--- src/rtl/core/smpq_pkg.sv ---
// Types and constants of the stable minimum priority queue.
`default_nettype none
package smpq_pkg;

   localparam int CAPACITY    = 16;
   localparam int DATA_W      = 8;
   localparam int PRIO_W      = 8;
   localparam int COUNT_W     = $clog2(CAPACITY + 1);
   localparam int REQ_TDATA_W = ((DATA_W + PRIO_W + 7) / 8) * 8;
   localparam int RSP_TDATA_W = ((DATA_W + COUNT_W + 7) / 8) * 8;
   localparam int RSP_PAD_W   = RSP_TDATA_W - DATA_W - COUNT_W;

   typedef enum logic {
      CMD_INSERT = 1'b0,
      CMD_REMOVE = 1'b1
   } cmd_type;

   typedef enum logic [1:0] {
      STATUS_OK    = 2'd0,
      STATUS_EMPTY = 2'd1,
      STATUS_FULL  = 2'd2
   } status_type;

   typedef struct packed {
      logic [DATA_W-1:0] value;
      logic [PRIO_W-1:0] prio;
   } entry_type;

   typedef struct packed {
      logic              insert;
      logic              remove;
      logic [DATA_W-1:0] value;
      logic [PRIO_W-1:0] prio;
   } ctrl_type;

endpackage
`default_nettype wire

--- src/rtl/core/smpq_cell.sv ---
// One cell of the sorted chain: holds one entry and shifts toward either neighbor.
`default_nettype none
module smpq_cell import smpq_pkg::*; (
   input  wire logic      clock,
   input  wire ctrl_type  ctrl,
   input  wire logic      occupied,
   input  wire logic      left_stays,
   input  wire entry_type left_entry,
   input  wire entry_type right_entry,
   output logic           stays,
   output entry_type      entry
);

   entry_type entry_ff;
   entry_type entry_in;

   // An entry stays in place when it is held and not ranked after the new item.
   assign stays = occupied && (entry_ff.prio <= ctrl.prio);
   assign entry = entry_ff;

   always_comb begin
      entry_in = entry_ff;
      if (ctrl.insert) begin
         if (!stays) begin
            if (left_stays) begin
               entry_in.value = ctrl.value;
               entry_in.prio  = ctrl.prio;
            end else begin
               entry_in = left_entry;
            end
         end
      end else if (ctrl.remove) begin
         entry_in = right_entry;
      end
   end

   always_ff @(posedge clock) begin
      entry_ff <= entry_in;
   end

endmodule
`default_nettype wire

--- src/rtl/core/stable_min_priority_queue.sv ---
// Top level of the stable minimum priority queue built as a chain of cells.
// The response is registered and appears in the cycle after the request is accepted.
// Throughput: one insert or remove per cycle while the response is not stalled; every cell updates in that cycle.
// A stalled response holds the request side until it is taken.
// Reset clears the entry count and the response valid; entry contents are not cleared.
`default_nettype none
module stable_min_priority_queue import smpq_pkg::*; (
   input  wire logic                   clock,
   input  wire logic                   reset,
   input  wire logic                   req_tvalid,
   output logic                        req_tready,
   input  wire logic [REQ_TDATA_W-1:0] req_tdata,  // item_value, priority_req
   input  wire logic                   req_tuser,  // command
   output logic                        rsp_tvalid,
   input  wire logic                   rsp_tready,
   output logic [RSP_TDATA_W-1:0]      rsp_tdata,  // removed_value, entry_count, zero pad
   output logic [1:0]                  rsp_tuser   // status
);

   logic               accept;
   logic               full;
   logic               empty;
   cmd_type            cmd;
   ctrl_type           ctrl;
   logic [COUNT_W-1:0] count_ff;
   logic [COUNT_W-1:0] count_in;
   logic               rsp_valid_ff;
   logic               rsp_valid_in;
   logic [DATA_W-1:0]  rsp_value_ff;
   logic [DATA_W-1:0]  rsp_value_in;
   status_type         rsp_status_ff;
   status_type         rsp_status_in;
   logic [COUNT_W-1:0] rsp_count_ff;
   entry_type          cell_entry [CAPACITY];
   logic               cell_stays [CAPACITY];

   assign req_tready = !rsp_valid_ff || rsp_tready;
   assign accept     = req_tvalid && req_tready;
   assign cmd        = cmd_type'(req_tuser);
   assign full       = (count_ff == COUNT_W'(CAPACITY));
   assign empty      = (count_ff == '0);

   assign ctrl.insert = accept && (cmd == CMD_INSERT) && !full;
   assign ctrl.remove = accept && (cmd == CMD_REMOVE) && !empty;
   assign ctrl.value  = req_tdata[DATA_W-1:0];
   assign ctrl.prio   = req_tdata[DATA_W+PRIO_W-1:DATA_W];

   for (genvar i = 0; i < CAPACITY; i++) begin : g_cell
      logic      left_stays;
      entry_type left_entry;
      entry_type right_entry;

      if (i == 0) begin : g_first
         assign left_stays = 1'b1;
         assign left_entry = '0;
      end else begin : g_inner
         assign left_stays = cell_stays[i-1];
         assign left_entry = cell_entry[i-1];
      end

      if (i == CAPACITY - 1) begin : g_last
         assign right_entry = '0;
      end else begin : g_body
         assign right_entry = cell_entry[i+1];
      end

      smpq_cell u_cell (
         .clock       (clock),
         .ctrl        (ctrl),
         .occupied    (count_ff > COUNT_W'(i)),
         .left_stays  (left_stays),
         .left_entry  (left_entry),
         .right_entry (right_entry),
         .stays       (cell_stays[i]),
         .entry       (cell_entry[i])
      );
   end

   always_comb begin
      count_in      = count_ff;
      rsp_valid_in  = rsp_valid_ff && !rsp_tready;
      rsp_value_in  = rsp_value_ff;
      rsp_status_in = rsp_status_ff;
      if (accept) begin
         rsp_valid_in  = 1'b1;
         rsp_value_in  = '0;
         rsp_status_in = STATUS_OK;
         case (cmd)
            CMD_INSERT: begin
               if (full) begin
                  rsp_status_in = STATUS_FULL;
               end else begin
                  count_in = count_ff + COUNT_W'(1);
               end
            end
            CMD_REMOVE: begin
               if (empty) begin
                  rsp_status_in = STATUS_EMPTY;
               end else begin
                  count_in     = count_ff - COUNT_W'(1);
                  rsp_value_in = cell_entry[0].value;
               end
            end
            default: begin
               rsp_status_in = STATUS_OK;
            end
         endcase
      end
   end

   always_ff @(posedge clock) begin
      if (reset) begin
         count_ff     <= '0;
         rsp_valid_ff <= 1'b0;
      end else begin
         count_ff     <= count_in;
         rsp_valid_ff <= rsp_valid_in;
      end
   end

   always_ff @(posedge clock) begin
      rsp_value_ff  <= rsp_value_in;
      rsp_status_ff <= rsp_status_in;
      if (accept) begin
         rsp_count_ff <= count_in;
      end
   end

   assign rsp_tvalid = rsp_valid_ff;
   assign rsp_tdata  = {{RSP_PAD_W{1'b0}}, rsp_count_ff, rsp_value_ff};
   assign rsp_tuser  = rsp_status_ff;

endmodule
`default_nettype wire

--- config.mk ---
export PLATFORM = sky130hd
export DESIGN_NAME = stable_min_priority_queue
export DESIGN_NICKNAME = d
export VERILOG_FILES = /design/src/rtl/core/smpq_pkg.sv /design/src/rtl/core/smpq_cell.sv /design/src/rtl/core/stable_min_priority_queue.sv
export SDC_FILE = /design/constraint.sdc
export NUM_CORES = 1
export LEC_CHECK = 0
export BUFFER_PORTS_ARGS = -buffer_cell sky130_fd_sc_hd__buf_2
export CAP_MARGIN = 20
export CORE_ASPECT_RATIO = 2
export CORE_MARGIN = 5
export CORE_UTILIZATION = 30
export DETAILED_ROUTE_END_ITERATION = 6
export GPL_TIMING_DRIVEN = 0
export PLACE_DENSITY_LB_ADDON = 0.3
export SYNTH_ARGS = -nofsm -noshare
export SYNTH_HDL_FRONTEND = slang
export SYNTH_SLANG_ARGS = --single-unit
--- constraint.sdc ---
create_clock -name clock -period 10.3 [get_ports clock]
set_input_delay 1.03 -clock clock [delete_from_list [all_inputs] [get_ports clock]]
set_output_delay 1.03 -clock clock [all_outputs]
set_load 0.005 [all_outputs]
**Yosys cells after proc, flatten, opt, wreduce, memory -nomap -nowiden**

Cells that the tools add are included.

- Register bits: 277
- Output and inout bits: 20

- Add/subtract/negate cells: 2
- Order comparisons: 32
- Equality and inequality tests: 17
- Mux-type cells: 71
- Bitwise operators: 1
- Reductions and logical operators: 46

Operators with widths:

| cell | count |
|---|---|
| 16-bit 2-to-1 mux | 63 |
| 8-bit <= comparator | 16 |
| 5-bit by 4-bit > comparator with 1-bit output, second input constant | 8 |
| 2-bit != test, second input constant | 16 |
| 2-bit AND reduction | 16 |
| 1-bit logical AND | 22 |
| 5-bit by 3-bit > comparator with 1-bit output, second input constant | 4 |
| 5-bit 2-to-1 mux | 3 |
| 5-bit by 1-bit > comparator with 1-bit output, second input constant | 2 |
| 5-bit by 2-bit > comparator with 1-bit output, second input constant | 2 |
| 5-bit one-hot mux with 2 select lines | 1 |
| 5-bit by 1-bit adder with 5-bit output, second input constant | 1 |
| 5-bit equality test, second input constant | 1 |
| 5-bit logical NOT | 1 |
| 5-bit by 1-bit subtractor with 5-bit output, second input constant | 1 |
| 1-bit logical NOT | 4 |
| 2-bit one-hot mux with 2 select lines | 1 |
| 1-bit 2-to-1 mux | 2 |
| 2-bit 2-to-1 mux | 1 |
| 2-bit nonzero test | 1 |
| 2-bit OR reduction | 1 |
| 1-bit logical OR | 1 |
| 1-bit NOT | 1 |

**Logic depth before layout (Yosys ltp)**

Gate-level depths: netlist of run 1.

- Word-level depth: 7
- Depth in mapped cells: 11

**Hierarchy**

A second synthesis of run 1 with hierarchy kept.

- Cells, all modules: 1775
- Area total of the unflattened synthesis: 18144.9 um2

Modules (own cells, without submodules):

| module | times used | cells an instance | area each (um2) |
|---|---|---|---|
| smpq_cell | 16 | 103 | 1057.3 |
| stable_min_priority_queue | 1 | 127 | 1228.7 |

**Worst setup path before layout of run 1**

No wires, ideal clock.

- Kind: input -> register
- Start point: input port req_tdata[15]
- End point: register g_cell[10].u_cell.entry_ff (netlist bit g_cell[10].u_cell.entry[0]), enable pin
- Setup time: 411 ps
- Arrival time: 4353 ps
- Required time: 9889 ps
- Slack: 5536 ps
- Stages: 10
- Path through: clkbuf_1 clkbuf_1 inv_1 ha_1 nand4_1 nor2_1 a211oi_2 clkbuf_1 nor3_1 o21ai_0

- Longest elaborated chain between the ends: 4

RTL lines:

| element | RTL line | source |
|---|---|---|
| start: declaration | stable_min_priority_queue.sv:12 | `input wire logic [REQ_TDATA_W-1:0] req_tdata,` |
| 8-bit <= comparator | smpq_cell.sv:18 | `assign stays = occupied && (entry_ff.prio <= ctrl.prio);` |
| 1-bit logical AND | smpq_cell.sv:18 |  |
| 2-bit != test (no source line) | - |  |
| 2-bit AND reduction (no source line) | - |  |
| end signal: assignment | smpq_cell.sv:38 | `entry_ff <= entry_in;` |
| end: declaration | smpq_cell.sv:14 | `entry_type entry_ff;` |

Every way passes these cells.
A chain may end at the register's enable or synchronous reset.

**Worst setup path in the final report of run 1**

- Start point: input port req_tdata[11]
- End point: register g_cell[13].u_cell.entry_ff (netlist bit g_cell[13].u_cell.entry[1]), enable pin

- Longest elaborated chain between the ends: 4

RTL lines:

| element | RTL line |
|---|---|
| 8-bit <= comparator | smpq_cell.sv:18 |
| 1-bit logical AND | smpq_cell.sv:18 |
| 2-bit != test (no source line) | - |
| 2-bit AND reduction (no source line) | - |
| end signal: assignment | smpq_cell.sv:38 |
| end: declaration | smpq_cell.sv:14 |

Every way passes these cells.

==> results of run 1 <==
-- synthesized netlist by cell type (36+ instances only) --
master,instances
sky130_fd_sc_hd__clkbuf_1,114
sky130_fd_sc_hd__nand3_1,52
sky130_fd_sc_hd__nor2_1,200
sky130_fd_sc_hd__nand2_1,86
sky130_fd_sc_hd__a31oi_1,177
sky130_fd_sc_hd__o2111ai_1,48
sky130_fd_sc_hd__o21ai_0,36
sky130_fd_sc_hd__and3_1,57
sky130_fd_sc_hd__o31ai_1,180
sky130_fd_sc_hd__nand4_1,250
sky130_fd_sc_hd__edfxtp_1,271
sky130_fd_sc_hd__ha_1,134
sky130_fd_sc_hd__buf_2,82
sky130_fd_sc_hd__a21oi_1,99
-- per-layer routing --
metal  part of all wire, %  up-vias
met5                     0        -
met2                    52      976
li1                      -     8287
met3                   6.5      336
met4                    10        0
met1                    31     8871
-- worst max-delay path, stage by stage --
cell and delay (ns):
sky130_fd_sc_hd__clkbuf_1 0.69, sky130_fd_sc_hd__clkbuf_1 0.86, sky130_fd_sc_hd__inv_1 0.80, sky130_fd_sc_hd__ha_1 0.57, sky130_fd_sc_hd__nand4_1 0.15, sky130_fd_sc_hd__nor2_1 0.10
sky130_fd_sc_hd__a211oi_2 0.53, sky130_fd_sc_hd__clkbuf_1 0.44, sky130_fd_sc_hd__nor3_1 0.10, sky130_fd_sc_hd__o21ai_1 0.65, sky130_fd_sc_hd__buf_6 0.24
-- final cells by class --
type	count	area [sq um]
Multi-Input combinational cell	1502	9980
Clock inverter	17	196
Buffer	216	955
Sequential cell	277	8260
Inverter	32	120
Antenna cell	1	2.50
Fill cell	6413	42000
Tap cell	798	998
Clock buffer	36	782
Timing Repair Buffer	47	439
-- logic make-up after synthesis --
family | count (synthesis) | synth area share (%)
AO/OA/AOI/OAI | 622 | 22.1
XOR/XNOR | 1 | 0.0455
adder cells (fa/ha/maj) | 134 | 8.70
buffers and inverters | 248 | 5.58
flip-flops | 277 | 42.9
multiplexers | 17 | 0.883
other | 1 | 0.0195
AND/OR/NAND/NOR | 725 | 19.8
-- where the power goes --
group	internal, W	switching [W]	total, W	leakage [nW]
registers	0.00148	0.000158	0.00164	2.61
logic	0.000379	0.000870	0.00125	4.51
clock network	0.000639	0.000504	0.00114	0.480
total	0.00250	0.00153	0.00403	7.60
-- state kept, by name, indices dropped and copies added, names as in the netlist --
register and count:
g_cell.u_cell.entry 256, rsp_value_ff 8, rsp_count_ff 5, rsp_tvalid 1, rsp_tuser 2, count_ff 5
-- cell usage in the layout, fill, tap and decap left out, types with 8 or more instances in the layout --
| master | Yosys | final |
|---|---|---|
| sky130_fd_sc_hd__a211o_1 | 12 | 12 |
| sky130_fd_sc_hd__a211oi_2 | 11 | 11 |
| sky130_fd_sc_hd__a21oi_1 | 99 | 99 |
| sky130_fd_sc_hd__a31oi_1 | 177 | 177 |
| sky130_fd_sc_hd__and3_1 | 57 | 57 |
| sky130_fd_sc_hd__buf_1 | 8 | 8 |
| sky130_fd_sc_hd__buf_2 | 82 | 111 |
| sky130_fd_sc_hd__buf_4 | 8 | 9 |
| sky130_fd_sc_hd__buf_8 | 0 | 8 |
| sky130_fd_sc_hd__clkbuf_1 | 114 | 118 |
| sky130_fd_sc_hd__clkbuf_16 | 0 | 29 |
| sky130_fd_sc_hd__clkinv_2 | 0 | 9 |
| sky130_fd_sc_hd__edfxtp_1 | 271 | 271 |
| sky130_fd_sc_hd__ha_1 | 134 | 134 |
| sky130_fd_sc_hd__inv_1 | 31 | 31 |
| sky130_fd_sc_hd__mux2i_1 | 17 | 17 |
| sky130_fd_sc_hd__nand2_1 | 86 | 86 |
| sky130_fd_sc_hd__nand3_1 | 52 | 52 |
| sky130_fd_sc_hd__nand4_1 | 250 | 250 |
| sky130_fd_sc_hd__nor2_1 | 200 | 200 |
| sky130_fd_sc_hd__nor2b_1 | 29 | 29 |
| sky130_fd_sc_hd__nor3_1 | 16 | 16 |
| sky130_fd_sc_hd__o2111ai_1 | 48 | 48 |
| sky130_fd_sc_hd__o211ai_1 | 12 | 12 |
| sky130_fd_sc_hd__o21ai_0 | 36 | 22 |
| sky130_fd_sc_hd__o21ai_1 | 16 | 21 |
| sky130_fd_sc_hd__o21ai_2 | 2 | 11 |
| sky130_fd_sc_hd__o31ai_1 | 180 | 180 |
-- how the worst min path moves through the flow --
stage                               startpoint                    endpoint  slack [ns]  cells after the start
finish              g_cell[1].u_cell.entry[11]  g_cell[0].u_cell.entry[11]        0.59                      2
global route         g_cell[1].u_cell.entry[9]   g_cell[0].u_cell.entry[9]        0.60                      2
CTS                 g_cell[1].u_cell.entry[10]  g_cell[0].u_cell.entry[10]        0.58                      2
detailed placement  g_cell[1].u_cell.entry[10]  g_cell[0].u_cell.entry[10]        0.56                      2
global placement    g_cell[1].u_cell.entry[10]  g_cell[0].u_cell.entry[10]        0.55                      2
floorplan           g_cell[1].u_cell.entry[15]  g_cell[0].u_cell.entry[15]        0.52                      2
-- per-stage QoR --
step | cell area, sq um | instances | hold WS (ns) | setup WS (ns)
after floorplan | 19300 | 2027 | 0.517 | 5.54
after global placement | 20400 | 2854 | 0.554 | 2.42
after detailed placement | 20700 | 2870 | 0.557 | 3.91
after CTS | 21700 | 2923 | 0.581 | 4.50
after global routing | 21700 | 2925 | 0.600 | 4.32
final | 21700 | 2926 | 0.594 | 4.41
==> impl_metrics.prom, run 1 <==
# TYPE chip_impl_metric gauge
chip_impl_metric{name="clock.fmax",unit="GHz"} 0.170
chip_impl_metric{name="cp.arrival",unit="ns"} 6.18
chip_impl_metric{name="nets",unit=""} 2260
chip_impl_info{name="run_status",value="finished clean"} 1
chip_impl_metric{name="cts-resized-gates",unit=""} 0
chip_impl_metric{name="fp.dieArea",unit="sq um"} 69700
chip_impl_metric{name="die_width",unit="microns"} 189
chip_impl_metric{name="number_of_global_route_vias_before_repair",unit=""} 19100
chip_impl_metric{name="routed-via-count",unit=""} 18500
chip_impl_metric{name="max_cap_violations",unit=""} 0
chip_impl_metric{name="worst_slew_margin_rel",unit="%"} 17.5
chip_impl_metric{name="wire_length_of_the_first_global_routing_pass",unit="microns"} 123000
chip_impl_info{name="holdCritPathClass",value="flop to flop"} 1
chip_impl_metric{name="viasPerCell",unit=""} 6.31
chip_impl_metric{name="period_share",unit="%"} 57.2
chip_impl_info{name="cts_tree",value="done"} 1
chip_impl_metric{name="final_weighted_congestion_of_routability_driven_global_placement",unit=""} 0.972
chip_impl_info{name="startpoint_of_the_worst_slack_reg_to_reg_timing_path",value="count_ff[1]"} 1
chip_impl_metric{name="grt_util_met2",unit="%"} 44.0
chip_impl_info{name="cp-end-kind",value="flop"} 1
chip_impl_info{name="rr_endpoint",value="g_cell[15].u_cell.entry[12]"} 1
chip_impl_info{name="timing.critical_path.from",value="req_tdata[11]"} 1
chip_impl_metric{name="final-hold-violation-count",unit=""} 0
chip_impl_info{name="synth_top_cells_by_area",value="sky130_fd_sc_hd__edfxtp_1 42%, sky130_fd_sc_hd__ha_1 8.7%, sky130_fd_sc_hd__nand4_1 8.1%"} 1
chip_impl_metric{name="io_buffer_count",unit=""} 29
chip_impl_metric{name="yosys_warnings",unit=""} 0
chip_impl_metric{name="syn_area",unit="sq um"} 19300
chip_impl_metric{name="final-setup-viol-count",unit=""} 0
chip_impl_metric{name="cts.hold.buffers_added",unit=""} 0
chip_impl_metric{name="static-leakage-power",unit="nW"} 7.60
chip_impl_metric{name="starting_drc_count_in_detailed_routing",unit=""} 1723
chip_impl_metric{name="cp_data_required_time",unit="ns"} 10.59
chip_impl_metric{name="tritoncts_num_sinks",unit=""} 277
chip_impl_metric{name="syn-mean-instance-area",unit="sq um"} 9.52
chip_impl_metric{name="drt_pre_antenna_iters",unit=""} 6
chip_impl_info{name="cts-root-buf",value="sky130_fd_sc_hd__clkbuf_16"} 1
chip_impl_metric{name="route.detailed.drc",unit=""} 0
chip_impl_metric{name="synth_cells",unit=""} 2025
chip_impl_metric{name="syn2layout_area_growth",unit="%"} 12.8
chip_impl_info{name="launching_element_type_of_the_critical_path",value="input pin"} 1
chip_impl_metric{name="rr_worst_depth",unit=""} 9
chip_impl_metric{name="synth_top_cell_area_share",unit="%"} 42.2
chip_impl_metric{name="overflow",unit=""} 0
chip_impl_metric{name="r2r_setup_slack",unit="ns"} 6.21
chip_impl_metric{name="synth_sequential_area_ratio",unit="%"} 42.9
chip_impl_info{name="cp-endpoint",value="g_cell[13].u_cell.entry[1]"} 1
chip_impl_metric{name="synth_enable_flop_cells",unit=""} 271
chip_impl_metric{name="final-max-slew-violation-count",unit=""} 0
chip_impl_metric{name="cts-root-to-sink-buffers",unit=""} 3
chip_impl_metric{name="path_max_fanout",unit=""} 16
chip_impl_metric{name="clock_tree.htree_level_count",unit=""} 1
chip_impl_metric{name="place_hpwl",unit="microns"} 66500
chip_impl_info{name="critPathKind",value="input pin to flop"} 1
chip_impl_metric{name="irDropWorstVdd",unit="mV"} 0.120
chip_impl_metric{name="final_antenna_net_count",unit=""} 0
chip_impl_metric{name="async_flop_share",unit="%"} 0
chip_impl_metric{name="ys_seq_elements",unit=""} 277
chip_impl_metric{name="io_pins",unit=""} 41
chip_impl_metric{name="grt.met1_usage",unit="%"} 22.3
chip_impl_metric{name="cts_inserted_buffers",unit=""} 29
chip_impl_metric{name="yosys.cell_types.count",unit=""} 63
chip_impl_metric{name="post_route_cells_drive_above_1_share",unit="%"} 10.6
chip_impl_metric{name="pin_count_of_the_biggest_net_entering_global_routing",unit=""} 25
chip_impl_metric{name="fin_tns_setup",unit="ns"} 0
chip_impl_metric{name="grt_antenna_before_repair",unit=""} 5
chip_impl_metric{name="die_h",unit="microns"} 368
chip_impl_info{name="grt_setup_unrepaired",value="no"} 1
chip_impl_metric{name="final_util",unit="%"} 34.1
chip_impl_info{name="global_route.peak_usage_layer",value="met2"} 1
chip_impl_metric{name="power-per-cell-area",unit="nW/um^2"} 185
chip_impl_metric{name="design.core.area",unit="sq um"} 63800
chip_impl_metric{name="timing.final.crit_period",unit="ns"} 5.89
chip_impl_metric{name="total_power",unit="W"} 0.00403
chip_impl_info{name="dominantRegCellSynth",value="sky130_fd_sc_hd__edfxtp_1"} 1
chip_impl_info{name="netlist.top_cell.by_area",value="sky130_fd_sc_hd__edfxtp_1"} 1
chip_impl_metric{name="drt-wirelength-per-cell",unit="microns"} 29.1
chip_impl_metric{name="postRouteWirelength",unit="microns"} 85200
chip_impl_metric{name="initial_standard_cell_utilization_of_the_core",unit="%"} 30.2
chip_impl_metric{name="grtUsageTotal",unit="%"} 23.6
chip_impl_metric{name="clkSlewWorstSetupHoldPaths",unit="ns"} 0.07
chip_impl_metric{name="timing_worst_slew_pin_value",unit="ns"} 1.24
chip_impl_metric{name="postCtsSetupBuffers",unit=""} 0
chip_impl_metric{name="globalRouteMet3Util",unit="%"} 3.32
chip_impl_metric{name="fin_skew",unit="ns"} 0.0200
chip_impl_metric{name="rows",unit=""} 131
chip_impl_metric{name="clk_latency",unit="ns"} 0.59
Note: power is estimated with default switching activity, not from simulation.
==> run 2, diff against run 1 <==
--- a/config.mk
+++ b/config.mk
@@ -5,6 +5,7 @@
 export SDC_FILE = /design/constraint.sdc
 export NUM_CORES = 1
 export LEC_CHECK = 0
+export ABC_AREA = 1
 export BUFFER_PORTS_ARGS = -buffer_cell sky130_fd_sc_hd__buf_2
 export CAP_MARGIN = 20
 export CORE_ASPECT_RATIO = 2
==> constraint.sdc (replaced) <==
create_clock -name clock -period 4.8 [get_ports clock]
set_input_delay 0.48 -clock clock [delete_from_list [all_inputs] [get_ports clock]]
set_output_delay 0.48 -clock clock [all_outputs]
set_load 0.005 [all_outputs]
==> impl_metrics.prom, run 2 <==
# TYPE chip_impl_metric gauge
chip_impl_info{name="run_status",value="finished clean"} 1
chip_impl_metric{name="yosys_warnings",unit=""} 0
chip_impl_metric{name="cts-resized-gates",unit=""} 0
chip_impl_metric{name="grt_antenna_before_repair",unit=""} 0
chip_impl_metric{name="io_pins",unit=""} 41
chip_impl_metric{name="largest_register_ff_count",unit=""} 256
chip_impl_metric{name="place_hpwl",unit="microns"} 50400
chip_impl_info{name="grt_setup_unrepaired",value="no"} 1
chip_impl_metric{name="async_flop_share",unit="%"} 0
chip_impl_metric{name="drt-wirelength-per-cell",unit="microns"} 19.6
chip_impl_metric{name="final-setup-viol-count",unit=""} 0
chip_impl_metric{name="power.internal",unit="W"} 0.00523
chip_impl_metric{name="critPathMaxStageDelay",unit="ns"} 0.61
chip_impl_metric{name="starting_drc_count_in_detailed_routing",unit=""} 937
chip_impl_info{name="commonest_non_fill_non_tap_cell_in_the_layout",value="sky130_fd_sc_hd__nand2_1"} 1
chip_impl_metric{name="route.detailed.drc",unit=""} 0
chip_impl_metric{name="fp.dieArea",unit="sq um"} 64900
chip_impl_metric{name="max_cap_violations",unit=""} 0
chip_impl_info{name="launching_element_type_of_the_critical_path",value="flop"} 1
chip_impl_metric{name="clk_latency",unit="ns"} 0.59
chip_impl_info{name="critPathKind",value="flop to flop"} 1
chip_impl_info{name="holdCritPathClass",value="input pin to flop"} 1
chip_impl_info{name="cp-end-kind",value="flop"} 1
chip_impl_metric{name="worst_slew_margin_rel",unit="%"} 29.4
chip_impl_info{name="critical_path.top_delay_family",value="simple AND/OR/NAND/NOR gates"} 1
chip_impl_metric{name="synth_enable_flop_cells",unit=""} 271
chip_impl_metric{name="final-max-slew-violation-count",unit=""} 0
chip_impl_metric{name="fin_skew",unit="ns"} 0.0461
chip_impl_metric{name="power.share.combinational",unit="%"} 29.5
chip_impl_info{name="cpMaxStageDelayCell",value="sky130_fd_sc_hd__nand2_1"} 1
chip_impl_metric{name="power.share.switching",unit="%"} 36.7
chip_impl_metric{name="timing.final.crit_period",unit="ns"} 3.70
chip_impl_metric{name="drt_pre_antenna_iters",unit=""} 6
chip_impl_metric{name="die_h",unit="microns"} 355
chip_impl_metric{name="irDropWorstVdd",unit="mV"} 0.245
chip_impl_info{name="final_cell_mix",value="1361 x sky130_fd_sc_hd__nand2_1, 298 x sky130_fd_sc_hd__inv_1, 271 x sky130_fd_sc_hd__edfxtp_1"} 1
chip_impl_metric{name="final_util",unit="%"} 33.9
chip_impl_metric{name="cts-root-to-sink-buffers",unit=""} 3
chip_impl_metric{name="nets",unit=""} 2619
chip_impl_metric{name="routed-wl-met3",unit="microns"} 2380
chip_impl_metric{name="postRouteWirelength",unit="microns"} 63700
chip_impl_metric{name="route.met2.wl",unit="microns"} 36000
chip_impl_metric{name="fill_count",unit=""} 6251
chip_impl_metric{name="power-per-cell-area",unit="nW/um^2"} 412
chip_impl_metric{name="path_max_fanout",unit=""} 16
chip_impl_metric{name="yosys.cell_types.count",unit=""} 33
chip_impl_metric{name="wire_length_of_the_first_global_routing_pass",unit="microns"} 93500
chip_impl_info{name="synth_top_cells_by_area",value="sky130_fd_sc_hd__edfxtp_1 45%, sky130_fd_sc_hd__nand2_1 29%, sky130_fd_sc_hd__ha_1 9.4%"} 1
chip_impl_metric{name="design.core.area",unit="sq um"} 59100
chip_impl_metric{name="final_antenna_net_count",unit=""} 0
chip_impl_info{name="synthMostInstantiatedCell",value="sky130_fd_sc_hd__nand2_1"} 1
chip_impl_metric{name="pin_count_of_the_biggest_net_entering_global_routing",unit=""} 19
chip_impl_metric{name="post_route_cells_drive_above_1_share",unit="%"} 5.88
chip_impl_metric{name="syn_area",unit="sq um"} 17900
chip_impl_metric{name="syn2layout_area_growth",unit="%"} 12.1
chip_impl_metric{name="grtUsageTotal",unit="%"} 19.1
chip_impl_metric{name="static-leakage-power",unit="nW"} 11.3
chip_impl_metric{name="cp.arrival",unit="ns"} 3.82
chip_impl_metric{name="routed-via-count",unit=""} 15600
chip_impl_metric{name="insertedDiodeCount",unit=""} 0
chip_impl_metric{name="timing_worst_slew_pin_value",unit="ns"} 1.06
chip_impl_metric{name="initial_standard_cell_utilization_of_the_core",unit="%"} 30.3
chip_impl_metric{name="clock_tree.htree_level_count",unit=""} 1
chip_impl_metric{name="final_weighted_congestion_of_routability_driven_global_placement",unit=""} 0.888
chip_impl_metric{name="synth_top_cell_area_share",unit="%"} 45.5
chip_impl_metric{name="syn-mean-instance-area",unit="sq um"} 7.48
chip_impl_metric{name="total_switching_power",unit="W"} 0.00303
chip_impl_metric{name="p_seq_share",unit="%"} 43.5
chip_impl_metric{name="fin_tns_setup",unit="ns"} 0
chip_impl_info{name="cts_tree",value="done"} 1
chip_impl_metric{name="synth_sequential_area_ratio",unit="%"} 46.2
chip_impl_metric{name="rows",unit=""} 126
chip_impl_metric{name="clock.fmax",unit="GHz"} 0.271
chip_impl_info{name="dominantRegCellSynth",value="sky130_fd_sc_hd__edfxtp_1"} 1
chip_impl_info{name="cts-root-buf",value="sky130_fd_sc_hd__clkbuf_16"} 1
chip_impl_metric{name="clkSlewWorstSetupHoldPaths",unit="ns"} 0.08
chip_impl_metric{name="viasPerCell",unit=""} 4.81
chip_impl_metric{name="overflow",unit=""} 0
chip_impl_metric{name="die_width",unit="microns"} 183
chip_impl_metric{name="cp_data_required_time",unit="ns"} 4.92
chip_impl_metric{name="final-hold-violation-count",unit=""} 0
chip_impl_metric{name="synth_cells",unit=""} 2390
chip_impl_metric{name="total_power",unit="W"} 0.00826
chip_impl_metric{name="cp.buffers_inverters",unit=""} 3
chip_impl_metric{name="met1Wirelength",unit="microns"} 19000
chip_impl_info{name="cp_common_cell",value="sky130_fd_sc_hd__nand2_1"} 1
chip_impl_metric{name="postCtsSetupBuffers",unit=""} 0
chip_impl_metric{name="holdWs",unit="ns"} 0.129
chip_impl_metric{name="number_of_global_route_vias_before_repair",unit=""} 16600
chip_impl_metric{name="cts_inserted_buffers",unit=""} 26
chip_impl_metric{name="io_buffer_count",unit=""} 37
chip_impl_metric{name="power.share.clock",unit="%"} 27.0
chip_impl_metric{name="ys_seq_elements",unit=""} 277
chip_impl_info{name="critical_path.cell_chain",value="inv_2 -> nand2_2 -> nor2_1 -> nand2_1 -> nand2_1 -> nor2_1 -> inv_1 -> buf_2 -> nand2_1"} 1
chip_impl_info{name="netlist.top_cell.by_area",value="sky130_fd_sc_hd__edfxtp_1"} 1
chip_impl_metric{name="period_share",unit="%"} 77.0
chip_impl_info{name="netlist_top_cells_count",value="1361 x sky130_fd_sc_hd__nand2_1, 298 x sky130_fd_sc_hd__inv_1, 271 x sky130_fd_sc_hd__edfxtp_1"} 1
chip_impl_info{name="top_layer",value="met4"} 1
chip_impl_metric{name="tritoncts_num_sinks",unit=""} 277
chip_impl_metric{name="cts.hold.buffers_added",unit=""} 0
-- run 2: changes by cell type in the layout (fill, tap and decap cells not counted), moves of 20 or more --
cell	previous run	this run
sky130_fd_sc_hd__nand2_1	86	1361
sky130_fd_sc_hd__inv_1	31	298
sky130_fd_sc_hd__nand4_1	250	17
sky130_fd_sc_hd__a31oi_1	177	0
sky130_fd_sc_hd__o31ai_1	180	3
sky130_fd_sc_hd__nor2_1	200	62
sky130_fd_sc_hd__clkbuf_1	118	46
sky130_fd_sc_hd__and3_1	57	0
sky130_fd_sc_hd__o2111ai_1	48	0
sky130_fd_sc_hd__buf_2	111	67
sky130_fd_sc_hd__a21oi_1	99	56
sky130_fd_sc_hd__nand3_1	52	21
sky130_fd_sc_hd__nor2b_1	29	0
sky130_fd_sc_hd__o21ai_1	21	1
-- run 2: kinds of logic after synthesis --
kind of cell	count (synthesis)	share of synthesized area [%]
buffers and inverters	387	8.90
AOI/OAI and AO/OA	109	3.39
DFF	277	46.2
adders and majority gates	134	9.37
other	1	0.0210
xor gates and xnor gates	5	0.245
and+or+nand+nor	1477	31.9
-- run 2: final cells by class --
cell class                      instances  area (sq um)  share of cell area [%]
Tap cell                              768           961                    4.79
Clock buffer                           35           706                    3.52
Sequential cell                       277          8260                    41.2
Multi-Input combinational cell       1728          8050                    40.1
Inverter                              304          1140                    5.69
Clock inverter                         13           160                   0.799
Timing Repair Buffer                   44           333                    1.66
Buffer                                 83           450                    2.25
-- run 2: final timing paths --
kind | from | to | slack, ns | depth (start not counted)
max | count_ff[2] | g_cell[10].u_cell.entry[11] | 1.10 | 9
min | reset | count_ff[1] | 0.13 | 2
max reg2reg | count_ff[2] | g_cell[10].u_cell.entry[11] | 1.10 | 9
min reg2reg | g_cell[8].u_cell.entry[15] | g_cell[7].u_cell.entry[15] | 0.52 | 2
-- run 2: worst register-to-register path: stages, from the launching register on --
cell,delay (ns)
sky130_fd_sc_hd__dfxtp_1,0.40
sky130_fd_sc_hd__inv_2,0.17
sky130_fd_sc_hd__nand2_2,0.09
sky130_fd_sc_hd__nor2_1,0.24
sky130_fd_sc_hd__nand2_1,0.19
sky130_fd_sc_hd__nand2_1,0.37
sky130_fd_sc_hd__nor2_1,0.18
sky130_fd_sc_hd__inv_1,0.40
sky130_fd_sc_hd__buf_2,0.57
sky130_fd_sc_hd__nand2_1,0.61
-- run 2: power by group through the flow --
| stage | logic [W] | registers (W) | clock network, W |
|---|---|---|---|
| 3_5_place_dp | 0.00242 | 0.00364 | 0 |
| 3_3_place_gp | 0.00233 | 0.00363 | 0 |
| 5_1_grt | 0.00275 | 0.00362 | 0.00234 |
| 2_1_floorplan | 0.00167 | 0.00349 | 0 |
| 4_1_cts | 0.00243 | 0.00359 | 0.00225 |
| 6_report | 0.00244 | 0.00359 | 0.00223 |
-- run 2: metal layers --
layer | global-route usage, % | vias to the layer above
met5 | 0 | -
met4 | 15.7 | 0
met3 | 2.19 | 290
met2 | 39.0 | 523
met1 | 15.6 | 7259
li1 | - | 7557
-- run 2: per-stage QoR --
stage               area (sq um)  std cells  setup WS, ns
floorplan                  17900       2392          1.38
global placement           19000       3197        0.0593
detailed placement         19100       3202         0.956
CTS                        20000       3250          1.13
global route               20100       3252         0.945
finish                     20100       3252          1.10
